`src/rtl/core/c3zp_pkg.sv`:
```
// Package for the 3x3 zero-padded convolution stream.
// Shared widths, config register codes and pipeline payload types.
// No dependencies.
package c3zp_pkg;

  localparam int PIX_W       = 8;
  localparam int COEF_W      = 8;
  localparam int PROD_W      = PIX_W + COEF_W + 1;
  localparam int FILT_W      = 20;
  localparam int ROW_W       = 12;
  localparam int OUT_COL_W   = 10;
  localparam int WIDTH_REG_W = 11;
  localparam int HEIGHT_REG_W = 13;
  localparam int KROW_W      = 3 * COEF_W;
  localparam int CFG_IDX_W   = 3;
  localparam int CFG_DATA_W  = KROW_W;
  localparam int MAX_HEIGHT  = 4096;
  localparam int LIM_W       = 14;
  localparam int N_SLOTS     = 4;
  localparam int IN_DATA_W   = 8;
  localparam int OUT_DATA_W  = 48;

  // Result slots of one pixel, in emission order; slot = 2*row_shift + col_shift
  localparam int SLOT_DIAG = 0;  // (r-1, c-1)
  localparam int SLOT_UP   = 1;  // (r-1, c)
  localparam int SLOT_LEFT = 2;  // (r, c-1)
  localparam int SLOT_HERE = 3;  // (r, c)

  typedef enum logic [CFG_IDX_W-1:0] {
    CFG_IMAGE_WIDTH  = 3'd0,
    CFG_IMAGE_HEIGHT = 3'd1,
    CFG_KERNEL_TOP   = 3'd2,
    CFG_KERNEL_MID   = 3'd3,
    CFG_KERNEL_BOT   = 3'd4
  } cfg_reg_t;

  typedef logic [2:0][KROW_W-1:0]        kernel_t;
  typedef logic [2:0][2:0][PIX_W-1:0]    win_t;
  typedef logic [N_SLOTS-1:0][FILT_W-1:0] sums_t;

  // Output positions and which slots fire
  typedef struct packed {
    logic [N_SLOTS-1:0]   mask;
    logic [ROW_W-1:0]     row_up;
    logic [ROW_W-1:0]     row_cur;
    logic [OUT_COL_W-1:0] col_left;
    logic [OUT_COL_W-1:0] col_cur;
  } pos_t;

  // Line buffer controls for one pixel
  typedef struct packed {
    logic row_ge1;
    logic row_ge2;
    logic first_col;
  } lb_ctl_t;

endpackage

```
`src/rtl/core/c3zp_mac.sv`:
```
// Multiply-accumulate stages: registered products for all four window shifts,
// then registered sums. Depends on c3zp_pkg.
module c3zp_mac (
  input  logic                clk,
  input  logic                rst,
  input  logic                in_valid,
  output logic                in_ready,
  input  c3zp_pkg::win_t      win,
  input  c3zp_pkg::pos_t      in_pos,
  input  c3zp_pkg::kernel_t   kernel,
  output logic                out_valid,
  input  logic                out_ready,
  output c3zp_pkg::sums_t     sums,
  output c3zp_pkg::pos_t      out_pos
);
  import c3zp_pkg::*;

  logic signed [PROD_W-1:0] prod [N_SLOTS][9];
  logic                     p_valid;
  pos_t                     p_pos;
  logic                     s_valid;
  logic                     s_ready;
  logic                     p_load;
  logic                     s_load;
  sums_t                    sums_next;

  assign s_ready  = !s_valid || out_ready;
  assign in_ready = !p_valid || s_ready;
  assign p_load   = in_valid && in_ready;
  assign s_load   = p_valid && s_ready;

  // slot s looks at the window moved down by s/2 rows and right by s%2 columns
  for (genvar gs = 0; gs < N_SLOTS; gs++) begin : g_slot
    for (genvar gp = 0; gp < 3; gp++) begin : g_row
      for (genvar gq = 0; gq < 3; gq++) begin : g_col
        localparam int DR = gs / 2;
        localparam int DC = gs % 2;
        if (gp + DR <= 2 && gq + DC <= 2) begin : g_tap
          always_ff @(posedge clk) begin
            if (p_load) begin
              prod[gs][gp*3+gq] <= $signed({1'b0, win[gp+DR][gq+DC]})
                                 * $signed(kernel[gp][gq*COEF_W +: COEF_W]);
            end
          end
        end else begin : g_pad
          always_ff @(posedge clk) begin
            if (p_load) begin
              prod[gs][gp*3+gq] <= '0;
            end
          end
        end
      end
    end
  end

  always_comb begin
    for (int s = 0; s < N_SLOTS; s++) begin
      sums_next[s] = '0;
      for (int i = 0; i < 9; i++) begin
        sums_next[s] = sums_next[s]
                     + {{(FILT_W-PROD_W){prod[s][i][PROD_W-1]}}, prod[s][i]};
      end
    end
  end

  always_ff @(posedge clk) begin
    if (p_load) begin
      p_pos <= in_pos;
    end
    if (s_load) begin
      sums    <= sums_next;
      out_pos <= p_pos;
    end
  end

  always_ff @(posedge clk) begin
    if (rst) begin
      p_valid <= 1'b0;
      s_valid <= 1'b0;
    end else begin
      if (in_ready) begin
        p_valid <= in_valid;
      end
      if (s_ready) begin
        s_valid <= p_valid;
      end
    end
  end

  assign out_valid = s_valid;

endmodule

```
`config.mk`:
```
export PLATFORM = sky130hd
export DESIGN_NAME = c3zp_mac
export DESIGN_NICKNAME = d
export VERILOG_FILES = /design/src/rtl/core/c3zp_pkg.sv /design/src/rtl/core/c3zp_mac.sv
export SDC_FILE = /design/constraint.sdc
export NUM_CORES = 2
export LEC_CHECK = 0
export BUFFER_PORTS_ARGS = -buffer_cell sky130_fd_sc_hd__clkbuf_2
export CORE_MARGIN = 1
export CORE_UTILIZATION = 45
export CTS_CLUSTER_DIAMETER = 50
export DETAILED_ROUTE_END_ITERATION = 10
export PLACE_DENSITY_LB_ADDON = 0.1
export SYNTH_ARGS = -nofsm -noshare
export SYNTH_HDL_FRONTEND = slang
export SYNTH_SLANG_ARGS = --single-unit
```
`constraint.sdc`:
```
create_clock -name clk -period 21.1 [get_ports clk]
set_input_delay 4.22 -clock clk [delete_from_list [all_inputs] [get_ports clk]]
set_output_delay 4.22 -clock clk [all_outputs]
set_load 0.02 [all_outputs]
```
==> impl_metrics.yaml <==
status:
  outcome: "completed"
flow_run:
  drv_cap: 0
sta:
  clock.fmax_mhz: 110
  skew_ns: 0.0348
  rsz0062_at_grt: "no"
  fin_crit_sh: 0.432
  final_max_slew_viol_count: 0
  period_needed_ns: 9.12
  timing.final.ws_setup_ns: 11.98
  tns_ns: 0
  slew_headroom: 0.252
  finalSetupViolCount: 0
  worst_slew_pin_slew_ns: 1.12
  finalHoldViolations: 0
synth:
  synth-main-ff-cell: "edfxtp_1"
  synthArstFlopShare: 0
  ys_warn_count: 0
  synth_area_per_cell_sq_um: 10.1
  syn_area_sq_um: 83800
  yosysSeqAreaShare: 0.216
  synth_seq_cells: 603
  syn_inst: 8329
  syn-num-nets: 10900
  synth_edf_count: 601
  synth_cell_types: 73
cts:
  cts_max_level: 3
  cts_sinks: 603
  clock_latency_ns: 0.77
  clock_path_buffers: 3
  cts_hold_buf: 0
  clk_pin_slew_worst_paths_ns: 0.05
  postCtsResizedCells: 0
  cts_tree: "done"
  postCtsSetupRepairBufs: 0
  cts_made_buffers: 104
  cts_root_buf: "clkbuf_16"
finish:
  areaGrowthSynthToFinish_pct: 9.22
  final_cell_mix: "inv_1 (1886), fa_1 (1221), ha_1 (1150), and2_1 (802), nand2_1 (652)"
  layout.nets: 11100
  layout_commonest_cell: "inv_1"
  seq_area_sq_um: 18100
  final_area_sq_um: 91500
  multi_input_area_sq_um: 57600
  num-fill-cells: 17400
  instances_no_fill: 11100
  drive_gt1_frac: 0.0705
critical_path:
  worst-setup-path-type: "in2out"
  startpoint_type: "input port"
  crit_fanout: 4
  regToRegStartpoint: "prod[0][2]"
  cp-end-kind: "output pin"
  critPathRequiredTime_ns: 16.88
  crit_arrival_ns: 4.90
  setup.worst_path.start: "out_ready"
  rrSetupSlack_ns: 15.64
global_route:
  antenna_found_initial: 38
  grt_use_total: 0.250
  grt_pass1_wl_mm: 354
  grt_start_max_net_pins: 142
  grt-ovfl-total: 0
  grt_pass1_vias: 59500
route:
  drtIter0Drc: 3271
  vias: 56700
  drc: 0
  wl_per_cell_um: 20.4
  final_antenna_net_count: 0
  drt-total-wl_mm: 227
  first_pass_iters: 5
  avgViaCountPerCell: 5.10
placement:
  routabilityCongestion: 0.868
  port_buffers: 325
  placedInstanceArea_sq_um: 87900
  dpl.cell_count: 10900
  dp_slack_ns: 11.77
  place_hpwl_mm: 177
die:
  die_height_um: 434
  pin_count: 326
  core_area_sq_um: 185000
  die_w_um: 434
  die-area_sq_um: 188000
  initial_core_util: 0.452
  rows: 158
worst_hold_path:
  min_from: "p_pos[9]"
  worstHoldPathType: "reg2reg"
cell type report:
class,instances,area share
multi-input cells,5575,0.630
clock buffers,111,0.0287
inverters,1887,0.0774
flip-flops and latches,603,0.198
repair buffers,367,0.0214
diodes,21,0.000574
clock inverters,81,0.0107
well taps,2480,0.0339
state kept, by name, summed over array words and instances, names as in the netlist:
| register | flops |
|---|---|
| p_pos | 48 |
| out_pos | 48 |
| prod | 425 |
| p_valid | 1 |
| out_valid | 1 |
| sums | 80 |
critical path, cell delays in order:
cell and delay (ns):
clkbuf_2 0.08, nor2b_1 0.31, nand2_1 0.12, clkbuf_2 0.17
metrics by stage:
step / util / hold slack (ns)
floorplan: - / 0.400
global placement: 0.474 / 0.400
detailed placement: 0.474 / 0.405
CTS: 0.494 / 0.418
global route: 0.494 / 0.422
finish: 0.494 / 0.417
layer usage:
metal | global-route usage | share of wire
met4 | 0.0949 | 0.041
met1 | 0.332 | 0.43
met5 | 0.000781 | 0
met2 | 0.421 | 0.48
met3 | 0.0276 | 0.047
synthesized netlist by cell type (37+ instances only):
cell type	count	area, sq um
clkbuf_1	259	972
nor2_1	213	800
a21oi_1	284	1420
a21o_1	52	390
edfxtp_1	601	18000
xor2_1	49	429
o21bai_1	37	278
and2_1	803	5020
nand2b_1	154	963
nor2b_1	90	563
xnor2_1	277	2430
o31ai_1	46	345
o21ai_0	97	485
o21a_1	74	556
nor3_1	84	420
fa_1	1221	24400
nand2_1	652	2450
inv_1	1886	7080
ha_1	1150	14400
or2_2	46	288
logic make-up after synthesis:
| group | after synthesis | synth area share |
|---|---|---|
| buffers and inverters | 2151 | 0.0964 |
| XOR/XNOR | 326 | 0.0341 |
| flip-flops | 603 | 0.216 |
| adder cells (fa/ha/maj) | 2371 | 0.463 |
| AND/OR/NAND/NOR | 2090 | 0.129 |
| AO/OA/AOI/OAI | 788 | 0.0610 |
worst paths after layout:
check	to	depth (start not counted)
worst max register to register	sums[18]	17
worst min register to register	out_pos[9]	0
worst max-delay path	in_ready	4
worst min-delay path	out_pos[9]	0
Power is left out: the tool's default activity adds up to more than one toggle a clock period on the data nets, which glitch-free logic cannot reach.
