--- config.mk ---
export PLATFORM = sky130hd
export DESIGN_NAME = c3zp_emit
export DESIGN_NICKNAME = d
export VERILOG_FILES = /design/src/rtl/core/c3zp_pkg.sv /design/src/rtl/core/c3zp_emit.sv
export SDC_FILE = /design/constraint.sdc
export NUM_CORES = 1
export LEC_CHECK = 0
export ABC_AREA = 1
export BUFFER_PORTS_ARGS = -buffer_cell sky130_fd_sc_hd__buf_2
export CAP_MARGIN = 10
export CORE_ASPECT_RATIO = 1.25
export CORE_MARGIN = 4
export CORE_UTILIZATION = 48
export CTS_BUF_LIST = sky130_fd_sc_hd__clkbuf_4
export CTS_CLUSTER_SIZE = 30
export DETAILED_ROUTE_END_ITERATION = 10
export GPL_TIMING_DRIVEN = 0
export PLACE_DENSITY = 0.78
export SLEW_MARGIN = 30
export SYNTH_ARGS = -nofsm -noshare
export SYNTH_HDL_FRONTEND = slang
export SYNTH_SLANG_ARGS = --single-unit
--- constraint.sdc ---
create_clock -name clk -period 6.7 [get_ports clk]
set_clock_uncertainty 0.15 [all_clocks]
set_input_delay 0.335 -clock clk [delete_from_list [all_inputs] [get_ports clk]]
set_output_delay 0.335 -clock clk [all_outputs]
set_load 0.02 [all_outputs]
--- src/rtl/core/c3zp_pkg.sv ---
// Package for the 3x3 zero-padded convolution stream.
// Shared widths, config register codes and pipeline payload types.
// No dependencies.
package c3zp_pkg;

  localparam int PIX_W       = 8;
  localparam int COEF_W      = 8;
  localparam int PROD_W      = PIX_W + COEF_W + 1;
  localparam int FILT_W      = 20;
  localparam int ROW_W       = 12;
  localparam int OUT_COL_W   = 10;
  localparam int WIDTH_REG_W = 11;
  localparam int HEIGHT_REG_W = 13;
  localparam int KROW_W      = 3 * COEF_W;
  localparam int CFG_IDX_W   = 3;
  localparam int CFG_DATA_W  = KROW_W;
  localparam int MAX_HEIGHT  = 4096;
  localparam int LIM_W       = 14;
  localparam int N_SLOTS     = 4;
  localparam int IN_DATA_W   = 8;
  localparam int OUT_DATA_W  = 48;

  // Result slots of one pixel, in emission order; slot = 2*row_shift + col_shift
  localparam int SLOT_DIAG = 0;  // (r-1, c-1)
  localparam int SLOT_UP   = 1;  // (r-1, c)
  localparam int SLOT_LEFT = 2;  // (r, c-1)
  localparam int SLOT_HERE = 3;  // (r, c)

  typedef enum logic [CFG_IDX_W-1:0] {
    CFG_IMAGE_WIDTH  = 3'd0,
    CFG_IMAGE_HEIGHT = 3'd1,
    CFG_KERNEL_TOP   = 3'd2,
    CFG_KERNEL_MID   = 3'd3,
    CFG_KERNEL_BOT   = 3'd4
  } cfg_reg_t;

  typedef logic [2:0][KROW_W-1:0]        kernel_t;
  typedef logic [2:0][2:0][PIX_W-1:0]    win_t;
  typedef logic [N_SLOTS-1:0][FILT_W-1:0] sums_t;

  // Output positions and which slots fire
  typedef struct packed {
    logic [N_SLOTS-1:0]   mask;
    logic [ROW_W-1:0]     row_up;
    logic [ROW_W-1:0]     row_cur;
    logic [OUT_COL_W-1:0] col_left;
    logic [OUT_COL_W-1:0] col_cur;
  } pos_t;

  // Line buffer controls for one pixel
  typedef struct packed {
    logic row_ge1;
    logic row_ge2;
    logic first_col;
  } lb_ctl_t;

endpackage

--- src/rtl/core/c3zp_emit.sv ---
// Result emitter: holds the group of up to four results of one pixel and sends them
// one per cycle while out_ready is high via an output register. Depends on c3zp_pkg.
module c3zp_emit (
  input  logic                              clk,
  input  logic                              rst,
  input  logic                              in_valid,
  output logic                              in_ready,
  input  c3zp_pkg::sums_t                   in_sums,
  input  c3zp_pkg::pos_t                    in_pos,
  output logic                              out_valid,
  input  logic                              out_ready,
  output logic [c3zp_pkg::OUT_DATA_W-1:0]   out_data,
  output logic                              out_last,
  output logic                              out_flag
);
  import c3zp_pkg::*;

  logic [N_SLOTS-1:0] grp_mask;
  sums_t              grp_sums;
  pos_t               grp_pos;
  logic [1:0]         sel;
  logic [N_SLOTS-1:0] rem;
  logic               pop;
  logic [ROW_W-1:0]     sel_row;
  logic [OUT_COL_W-1:0] sel_col;

  // lowest pending slot goes first
  always_comb begin
    if (grp_mask[SLOT_DIAG]) begin
      sel = 2'(SLOT_DIAG);
    end else if (grp_mask[SLOT_UP]) begin
      sel = 2'(SLOT_UP);
    end else if (grp_mask[SLOT_LEFT]) begin
      sel = 2'(SLOT_LEFT);
    end else begin
      sel = 2'(SLOT_HERE);
    end
  end

  assign rem      = grp_mask & ~(N_SLOTS'(1) << sel);
  assign pop      = (grp_mask != '0) && (!out_valid || out_ready);
  assign in_ready = (grp_mask == '0) || (pop && rem == '0);
  assign sel_row  = sel[1] ? grp_pos.row_cur : grp_pos.row_up;
  assign sel_col  = sel[0] ? grp_pos.col_cur : grp_pos.col_left;

  always_ff @(posedge clk) begin
    if (rst) begin
      grp_mask <= '0;
    end else if (in_ready) begin
      grp_mask <= in_valid ? in_pos.mask : '0;
    end else if (pop) begin
      grp_mask <= rem;
    end
  end

  always_ff @(posedge clk) begin
    if (in_ready && in_valid) begin
      grp_sums <= in_sums;
      grp_pos  <= in_pos;
    end
  end

  always_ff @(posedge clk) begin
    if (rst) begin
      out_valid <= 1'b0;
    end else if (pop) begin
      out_valid <= 1'b1;
    end else if (out_ready) begin
      out_valid <= 1'b0;
    end
  end

  // tdata: filtered, out_row, out_col from bit 0 up, zero padded
  always_ff @(posedge clk) begin
    if (pop) begin
      out_data <= {(OUT_DATA_W-FILT_W-ROW_W-OUT_COL_W)'(0), sel_col, sel_row, grp_sums[sel]};
      out_last <= (rem == '0);
      out_flag <= (sel == 2'(SLOT_HERE));
    end
  end

endmodule

==> impl_metrics.yaml, run 1 <==
floorplan:
  die_x_um: 110
  io_pins: 184
  placementRows: 46
  die-area_mm2: 0.0149
  die_h_um: 135
  start_util_pct: 49.0
  core-area_mm2: 0.0127
status:
  status: "finished clean"
clocking:
  cts_made_buffers: 17
  clk_latency_ns: 0.52
  cts_resized: 0
  path_clk_slew_ns: 0.12
  clock_sinks: 173
  cts_root_buf: "clkbuf_4"
  cts_max_level: 4
  clockBufferDepth: 2
  cts_tree: "yes"
synthesis:
  synth_cell_types: 18
  syn_area_per_cell_um2: 15.0
  synth_most_common_cell: "edfxtp_1"
  seq_area_frac_synth_pct: 82.6
  synth_common_cells: "168 x edfxtp_1, 79 x nand2_1, 47 x nor2_1, 45 x o21ai_0, 20 x o22ai_1"
  yosys-top-cells-area: "edfxtp_1 81%, nand2_1 4.8%, o21ai_0 3.6%"
  ys_seq_elements: 173
  yosys.area.top_type_share_pct: 81.0
  ys_async_sr_fraction_pct: 0
  yosys.area.top_type: "edfxtp_1"
  synth_top_flop_cell: "edfxtp_1"
  syn_inst: 415
  netlist_area_mm2: 0.00623
  ys_warn_count: 0
  synth_enable_flop_cells: 168
global_route:
  gr-usage-all-layers_pct: 22.5
  grt_max_degree: 27
  grt_overflow: 0
  antenna_found_initial: 1
  grt_pass1_wl_um: 24600
  grt_pass1_vias: 4887
worst_setup_path:
  path_buf_inv: 2
  crit_type: "reg -> reg"
  setup.worst_path.end: "grp_sums[16]"
  end_kind: "flop"
  rr_startpoint: "grp_mask[0]"
  path_depth: 7
  required_ns: 6.77
  r2r_cells: 7
  cp_max_fo: 24
  arrival_ns: 2.63
  critPathTopFamily: "simple AND/OR/NAND/NOR gates"
  crit_slowest_cell: "nor2_4"
  regToRegEndpoint: "grp_sums[16]"
  start_kind: "flop"
  crit_path_cell_trace: "nor2_4, nand2_1, a21oi_2, nand2_1, nor2_4, buf_16, buf_16"
  max_stage_delay_ns: 0.54
  crit_start: "grp_mask[0]"
  reg2reg_setup_slack_ns: 4.14
layout:
  fin_area_mm2: 0.00907
  drive_above_1_share_pct: 31.3
  areaGrowthSynthToFinish_pct: 45.7
  nets: 881
detailed_routing:
  ant_nets: 0
  wl_met3_um: 1140
  drc: 0
  top_layer: "met4"
  avgRoutedWirePerCell_um: 17.6
  drt_iter0_drc: 295
  drt_pre_antenna_iters: 5
  vias_per_cell: 4.98
  routed-wl-met2_um: 9010
  wl_met1_um: 5760
  vias: 4632
  finalWirelength_um: 16400
sta:
  period_minus_slack_ns: 2.56
  period_share_pct: 38.3
  hold_viol_final: 0
  hold_slack_ns: 0.0717
  finalSetupTns_ns: 0
  maxSlewViolCount: 0
  setup-violations-final: 0
  rsz0062_at_grt: "no"
  max-slew-margin-rel_pct: 55.4
  tightest_slew_ns: 0.668
  fmax_mhz: 390
power:
  p_sw_share_pct: 26.6
  ir_drop_uv: 147
  switchingPower_w: 0.000636
  pwr-share-comb_pct: 18.8
  internal-power_w: 0.00176
  clockPowerShare_pct: 23.7
  power_leakage_nw: 3.71
  pwr_density_cell_mw_per_mm2: 264
  power_frac_seq_pct: 57.4
job:
  cap_violations: 0
worst_hold_path:
  hold_class: "in -> reg"
  holdPathStages: 5
place:
  post-dp-hpwl_um: 9460
  port_buffers: 177
  placed_cell_area_mm2: 0.00754
  place.gp.congestion: 0.861
## tightest hold or removal path: cells and delay by family
family          cells  cell delay, ns
simple gates        2            0.12
compound gates      2            0.13
buf+inv             1            0.10
## power by group through the flow
stage                     Clock (W)  Sequential (W)  Combinational, W
after detailed placement          0         0.00140          0.000389
after global routing       0.000627         0.00138          0.000488
after global placement            0         0.00141          0.000338
final                      0.000568         0.00137          0.000451
after floorplan                   0         0.00147          0.000144
after CTS                  0.000577         0.00137          0.000448
## sequential cells by signal (all words and copies together) (netlist names)
register,cells
grp_sums,80
grp_pos,44
out_data,42
grp_mask,4
out_flag,1
out_last,1
out_valid,1
## per-stage QoR
step                instances  setup WS, ns  power (W)  utilization (%)
floorplan                 420          2.00    0.00161                -
CTS                       929          4.10    0.00240             71.3
global route              930          3.94    0.00250             71.3
global placement          765         0.867    0.00175             57.7
finish                    931          4.14    0.00239             71.3
detailed placement        772          4.14    0.00179             59.3
## area by class of cell
type	count	area [um2]
diodes	2	5.00
plain buffers	22	120
clock buffers	20	150
clock inverters	11	118
fillers	797	3640
inverters	16	60.1
multi-input cells	209	940
flip-flops and latches	173	5140
well taps	168	210
repair buffers	310	2330
## timing repair
item | in CTS | in global routing
endpoints found under the hold margin | 129 | 0
buffers inserted | 0 | 0
endpoints found under the setup margin | 0 | 0
hold buffers | 126 | 0
## per-layer routing
metal | vias to the layer above | global-route usage (%)
li1 | 2160 | -
met1 | 2203 | 24.9
met2 | 229 | 40.7
met4 | 0 | 9.29
met5 | - | 0
met3 | 40 | 5.20
## worst min-delay path by stage
| stage | slack [ns] | to | startpoint |
|---|---|---|---|
| after floorplan | 0.25 | grp_mask[0] | rst |
| after global placement | 0.34 | out_data[26] | grp_pos[38] |
| after detailed placement | 0.35 | out_data[25] | grp_pos[37] |
| after CTS | 0.005 | grp_mask[1] | in_pos[45] |
| after global routing | 0.006 | grp_mask[1] | in_pos[45] |
| final | 0.07 | grp_mask[3] | in_pos[47] |
## kinds of logic after synthesis
family	synth area share [%]
flops	82.6
simple gates	8.18
compound gates	6.25
buf+inv	2.89
other cells	0.0602
## cells in the final DEF (no fill, tap or decap), types with 4 or more instances in the layout
cell           instances
buf_2                187
edfxtp_1             168
dlygate4sd3_1        126
nand2_1               79
nor2_1                46
o21ai_0               45
o22ai_1               20
clkbuf_4              20
inv_1                 13
buf_4                  6
conb_1                 6
buf_16                 6
a21oi_1                5
dfxtp_1                5
clkbuf_1               4
Power figures use the tool's default switching activity.
==> run 2: changes to the inputs <==
--- a/config.mk
+++ b/config.mk
@@ -5,17 +5,17 @@
 export SDC_FILE = /design/constraint.sdc
 export NUM_CORES = 1
 export LEC_CHECK = 0
-export ABC_AREA = 1
+export ABC_AREA = 0
 export BUFFER_PORTS_ARGS = -buffer_cell sky130_fd_sc_hd__buf_2
 export CAP_MARGIN = 10
 export CORE_ASPECT_RATIO = 1.25
 export CORE_MARGIN = 4
-export CORE_UTILIZATION = 48
+export CORE_UTILIZATION = 53
 export CTS_BUF_LIST = sky130_fd_sc_hd__clkbuf_4
 export CTS_CLUSTER_SIZE = 30
 export DETAILED_ROUTE_END_ITERATION = 10
 export GPL_TIMING_DRIVEN = 0
-export PLACE_DENSITY = 0.78
+export PLACE_DENSITY = 0.81
 export SLEW_MARGIN = 30
 export SYNTH_ARGS = -nofsm -noshare
 export SYNTH_HDL_FRONTEND = slang
==> constraint.sdc (replaced) <==
create_clock -name clk -period 2.4 [get_ports clk]
set_clock_uncertainty 0.15 [all_clocks]
set_input_delay 0.12 -clock clk [delete_from_list [all_inputs] [get_ports clk]]
set_output_delay 0.12 -clock clk [all_outputs]
set_load 0.02 [all_outputs]
==> run 2 against run 1 <==
Against the previous run: final cell count down 6.4%; via count down 9.3%; hold slack better by 0.076 ns; critical path type unchanged; highest routed layer unchanged; first-iteration DRC count down 29%; combinational power up 130%; total power rose to 2.7 times the previous value; sequential power rose to 2.7 times the previous value; largest cell class unchanged.
==> impl_metrics.yaml, run 2 <==
detailed_routing:
  avgRoutedWirePerCell_um: 18.5
  drc: 0
  finalWirelength_um: 16100
  vias_per_cell: 4.83
  drt_iter0_drc: 210
  ant_nets: 0
  vias: 4203
  drt_pre_antenna_iters: 5
synthesis:
  synthSimpleGateAreaFrac_pct: 3.52
  synth_common_cells: "168 x edfxtp_1, 25 x nor2_1, 24 x nand2_1, 23 x a21oi_1"
  synth_xor_area_share_pct: 0
  syn_area_per_cell_um2: 18.0
  synth_top_family_by_area: "multiplexers"
  yosys-top-cells-area: "edfxtp_1 80%, mux2_2 3.9%, mux2i_1 3.2%"
  synth_mux_area_share_pct: 7.13
  netlist_area_mm2: 0.00628
  ys_warn_count: 0
  ys_seq_elements: 173
  seq_area_frac_synth_pct: 81.9
  synth_most_common_cell: "edfxtp_1"
  yosys.area_share.adder_pct: 0.179
  synth_enable_flop_cells: 168
  synth_top_flop_cell: "edfxtp_1"
  ys_async_sr_fraction_pct: 0
  synth_compound_area_share_pct: 5.12
  yosys.area.top_type_share_pct: 80.3
  syn_inst: 350
  yosys.area.top_type: "edfxtp_1"
  synth_cell_types: 31
worst_setup_path:
  required_ns: 2.46
  crit_path_cell_trace: "buf_2, maj3_2, o21a_4, o22ai_4, and2_4, buf_16"
  start_kind: "flop"
  cp_max_fo: 56
  arrival_ns: 2.31
  end_kind: "flop"
  crit_type: "reg -> reg"
  reg2reg_setup_slack_ns: 0.14
  crit_slowest_cell: "dfxtp_1"
  max_stage_delay_ns: 0.33
global_route:
  met3_usage_pct: 4.75
  grt_overflow: 0
  met1_usage_pct: 26.4
  antenna_found_initial: 1
  grt_busiest_layer: "met2"
  grt_max_degree: 57
  gr-usage-all-layers_pct: 23.9
  grt_pass1_wl_um: 24400
  met2_usage_pct: 45.4
  grt_pass1_vias: 4637
job:
  cap_violations: 0
sta:
  setup-violations-final: 0
  maxSlewViolCount: 0
  tightest_slew_ns: 0.628
  max-slew-margin-rel_pct: 58.1
  hold_viol_final: 0
  period_share_pct: 94.0
  fmax_mhz: 443
  period_minus_slack_ns: 2.26
  rsz0062_at_grt: "no"
clocking:
  clk_latency_ns: 0.52
  cts_tree: "yes"
  path_clk_slew_ns: 0.16
  cts_root_buf: "clkbuf_4"
  cts_made_buffers: 17
  cts_resized: 0
  clock_sinks: 173
  clockBufferDepth: 2
  cts_max_level: 4
place:
  post-dp-hpwl_um: 8470
  placed_cell_area_mm2: 0.00751
  place.gp.congestion: 0.802
  port_buffers: 177
layout:
  fin_area_mm2: 0.00922
  nFillCells: 604
  layout_commonest_cell: "buf_2"
  area.sequential_mm2: 0.00514
  top_register: "grp_sums"
  final_cell_mix: "182 x buf_2, 168 x edfxtp_1, 135 x dlygate4sd3_1, 24 x nor2_1, 24 x nand2_1"
  nets: 828
  largest_register_ffs: 80
  largestRegisters: "grp_sums: 80 flops, grp_pos: 44 flops, out_data: 42 flops"
  drive_above_1_share_pct: 36.5
  areaGrowthSynthToFinish_pct: 46.8
  multi_input_area_mm2: 0.00103
power:
  total_power_w: 0.00652
  ir_drop_uv: 542
  power_leakage_nw: 3.63
  pwr_density_cell_mw_per_mm2: 707
floorplan:
  start_util_pct: 54.1
  die_h_um: 130
  placementRows: 44
  io_pins: 184
  die-area_mm2: 0.0137
  core-area_mm2: 0.0116
  die_x_um: 105
status:
  status: "finished clean"
worst_hold_path:
  hold_class: "in -> reg"
-- run 2: path summary, 6_finish.rpt --
path	start	endpoint	cells after the start
min	in_sums[52]	grp_sums[52]	2
max reg2reg	grp_mask[1]	grp_sums[46]	6
min reg2reg	grp_sums[4]	out_data[4]	2
max	grp_mask[1]	grp_sums[46]	6
-- run 2: metal layers --
| layer | share of wire (%) | vias up |
|---|---|---|
| li1 | - | 2009 |
| met1 | 36 | 2008 |
| met2 | 57 | 158 |
| met3 | 4.5 | 28 |
| met4 | 2.7 | 0 |
| met5 | 0 | - |
-- run 2: power by group --
part	total (W)	internal (W)	switching [W]
Clock	0.00178	0.000745	0.00104
Combinational	0.00102	0.000469	0.000548
Sequential	0.00372	0.00364	0.0000739
Total	0.00652	0.00486	0.00166
-- run 2: layout make-up --
type | instances | area share (%)
clock buffer | 17 | 1.38
sequential | 173 | 55.8
clock inverter | 15 | 2.02
inverter | 3 | 0.122
timing repair buffer | 322 | 25.9
antenna | 1 | 0.0271
multi-input combinational | 158 | 11.2
tap | 161 | 2.18
buffer | 21 | 1.33
-- run 2: kinds of logic after synthesis --
group / count (synthesis)
other: 1
muxes: 42
DFF: 173
buffers and inverters: 24
adders and majority gates: 1
and+or+nand+nor: 55
AOI/OAI and AO/OA: 54
-- run 2: worst max-delay path, delay by kind of cell (launching register included) --
kind                     cells  cell delay [ns]
AND/OR/NAND/NOR              1             0.29
adder cells (fa/ha/maj)      1             0.33
buffers and inverters        2             0.47
AO/OA/AOI/OAI                2             0.36
flip-flops                   1             0.33
-- run 2: repair_timing --
item / CTS / global route
hold buffers: 135 / 0
buffers inserted: 0 / 6
hold endpoints to repair: 141 / 0
setup endpoints to repair: 0 / 112
-- run 2: metrics by stage --
step | instances | setup WS, ns | hold slack (ns) | util [%] | TNS [ns]
5_1_grt | 871 | 0.0490 | 0.0822 | 79.4 | 0
2_1_floorplan | 355 | -0.328 | 0.0391 | - | -41.24
3_5_place_dp | 697 | 0.0824 | 0.148 | 64.7 | 0
3_3_place_gp | 693 | -0.562 | 0.146 | 63.7 | -85.44
4_1_cts | 864 | 0.0659 | 0.0909 | 79.0 | 0
6_report | 871 | 0.144 | 0.148 | 79.4 | 0
==> run 3: changes to the inputs <==
--- a/config.mk
+++ b/config.mk
@@ -8,14 +8,16 @@
 export ABC_AREA = 0
 export BUFFER_PORTS_ARGS = -buffer_cell sky130_fd_sc_hd__buf_2
 export CAP_MARGIN = 10
+export CELL_PAD_IN_SITES_DETAIL_PLACEMENT = 1
+export CELL_PAD_IN_SITES_GLOBAL_PLACEMENT = 1
 export CORE_ASPECT_RATIO = 1.25
 export CORE_MARGIN = 4
-export CORE_UTILIZATION = 53
+export CORE_UTILIZATION = 44
 export CTS_BUF_LIST = sky130_fd_sc_hd__clkbuf_4
 export CTS_CLUSTER_SIZE = 30
 export DETAILED_ROUTE_END_ITERATION = 10
 export GPL_TIMING_DRIVEN = 0
-export PLACE_DENSITY = 0.81
+export PLACE_DENSITY_LB_ADDON = 0.1
 export SLEW_MARGIN = 30
 export SYNTH_ARGS = -nofsm -noshare
 export SYNTH_HDL_FRONTEND = slang
==> run 3 against run 2 <==
Against the previous run: highest routed layer unchanged; count of clock-buffer cells in the layout up 3; hold slack lost 0.028 ns; register-to-register slack worse by 0.04 ns.
==> impl_metrics.yaml, run 3 (synthesis results as in run 2) <==
detailed_routing:
  vias_per_cell: 4.88
  drc: 0
  drt_iter0_drc: 160
  vias: 4331
  drt_pre_antenna_iters: 4
  finalWirelength_um: 18200
  avgRoutedWirePerCell_um: 20.5
  ant_nets: 0
worst_setup_path:
  cp_max_fo: 10
  crit_path_cell_trace: "buf_4, maj3_2, o21a_4, o22ai_4, and2_4, buf_4, buf_4"
  path_buf_inv: 3
  required_ns: 2.50
  critPathTopFamily: "buffers and inverters"
  crit_type: "reg -> reg"
  cp_common_cell: "buf_4"
  arrival_ns: 2.39
  start_kind: "flop"
  end_kind: "flop"
  crit_slowest_cell: "dfxtp_1"
  max_stage_delay_ns: 0.34
clocking:
  cts_root_buf: "clkbuf_4"
  path_clk_slew_ns: 0.14
  cts_tree: "yes"
  clock_sinks: 173
  clockBufferDepth: 2
  cts_made_buffers: 17
  clk_latency_ns: 0.55
  cts_max_level: 4
global_route:
  met1_usage_pct: 26.2
  grt_busiest_layer: "met2"
  grt_pass1_vias: 4918
  grt_max_degree: 23
  grt_pass1_wl_um: 27000
  gr-usage-all-layers_pct: 22.8
  met3_usage_pct: 5.42
  antenna_found_initial: 1
  grt_overflow: 0
  met2_usage_pct: 41.3
power:
  pwr-share-comb_pct: 16.1
  clockPowerShare_pct: 27.7
  p_sw_share_pct: 24.6
  pwr_density_cell_mw_per_mm2: 710
  internal-power_w: 0.00499
  power_frac_seq_pct: 56.3
  power_leakage_nw: 3.67
  ir_drop_uv: 443
  switchingPower_w: 0.00163
sta:
  max-slew-margin-rel_pct: 58.6
  period_share_pct: 95.5
  hold_viol_final: 0
  fmax_mhz: 436
  fin_ws_ns: 0.108
  tightest_slew_ns: 0.621
  period_minus_slack_ns: 2.29
  rsz0062_at_grt: "no"
  maxSlewViolCount: 0
  setup-violations-final: 0
  hold_slack_ns: 0.120
place:
  pre_cts_ws_ns: -0.441
  place.gp.congestion: 0.734
  port_buffers: 177
  placed_cell_area_mm2: 0.00751
  post-dp-hpwl_um: 9880
  placedCellCount: 711
floorplan:
  core-area_mm2: 0.0139
  start_util_pct: 45.1
  die-area_mm2: 0.0163
  io_pins: 184
  die_h_um: 142
  placementRows: 48
  die_x_um: 115
layout:
  fin_area_mm2: 0.00932
  multi_input_area_mm2: 0.00105
  nets: 830
  final_cells: 887
  drive_above_1_share_pct: 36.7
  area.sequential_mm2: 0.00514
  nFillCells: 1320
  areaGrowthSynthToFinish_pct: 48.4
  largestRegisters: "grp_sums: 80 flops, grp_pos: 44 flops, out_data: 42 flops"
  top_register: "grp_sums"
  final_cell_mix: "180 x buf_2, 168 x edfxtp_1, 135 x dlygate4sd3_1, 24 x nor2_1, 24 x nand2_1"
  layout_commonest_cell: "buf_2"
  largest_register_ffs: 80
status:
  status: "finished clean"
job:
  cap_violations: 0
worst_hold_path:
  hold_class: "in -> reg"
## run 3: repair_timing
| action | CTS | global route |
|---|---|---|
| setup buffers | 2 | 2 |
| pin swaps | 1 | 2 |
| gates cloned | 4 | 0 |
| endpoints found under the setup margin | 84 | 76 |
| hold endpoints to repair | 132 | 0 |
| hold buffers | 135 | 0 |
| resized for setup | 3 | 6 |
## run 3: stage by stage
| step | setup TNS, ns | total power (W) | util, % |
|---|---|---|---|
| 2_1_floorplan | -41.24 | 0.00422 | - |
| 3_3_place_gp | -105.71 | 0.00452 | 53.2 |
| 3_5_place_dp | -25.01 | 0.00460 | 53.9 |
| 4_1_cts | 0 | 0.00661 | 66.7 |
| 5_1_grt | 0 | 0.00690 | 66.9 |
| 6_report | 0 | 0.00662 | 66.9 |
## run 3: worst reg2reg max path: cells and delay by family, from the launching register on
kind	cells	cell delay [ns]
buffers and inverters	3	0.55
AO/OA/AOI/OAI	2	0.41
flip-flops	1	0.34
adder cells (fa/ha/maj)	1	0.32
AND/OR/NAND/NOR	1	0.22
## run 3: power by group through the flow
stage	combinational, W	sequential (W)	clock, W
2_1_floorplan	0.000304	0.00391	0
3_5_place_dp	0.000816	0.00379	0
6_report	0.00106	0.00372	0.00183
4_1_cts	0.00103	0.00372	0.00186
3_3_place_gp	0.000738	0.00378	0
5_1_grt	0.00114	0.00375	0.00201
## run 3: layer usage
metal | vias to the layer above | part of all wire (%) | wire length [um]
met2 | 160 | 55 | 10100
li1 | 2018 | - | -
met1 | 2128 | 37 | 6630
met4 | 0 | 1.9 | 338
met3 | 25 | 6.3 | 1140
met5 | - | 0 | 0
## run 3: path summary, 6_finish.rpt
path	cells past startpoint	endpoint	slack, ns	startpoint
worst max-delay path	7	grp_sums[10]	0.11	grp_mask[1]
worst min-delay path	2	grp_sums[72]	0.12	in_sums[72]
worst max register to register	7	grp_sums[10]	0.11	grp_mask[1]
worst min register to register	2	out_data[17]	0.40	grp_sums[17]
## run 3: area by class of cell
class | instances | area share, %
Sequential cell | 173 | 55.2
Timing Repair Buffer | 322 | 26.3
Multi-Input combinational cell | 160 | 11.3
Tap cell | 175 | 2.35
Clock inverter | 12 | 1.81
Clock buffer | 20 | 1.61
Buffer | 21 | 1.34
Inverter | 3 | 0.121
Antenna cell | 1 | 0.0268
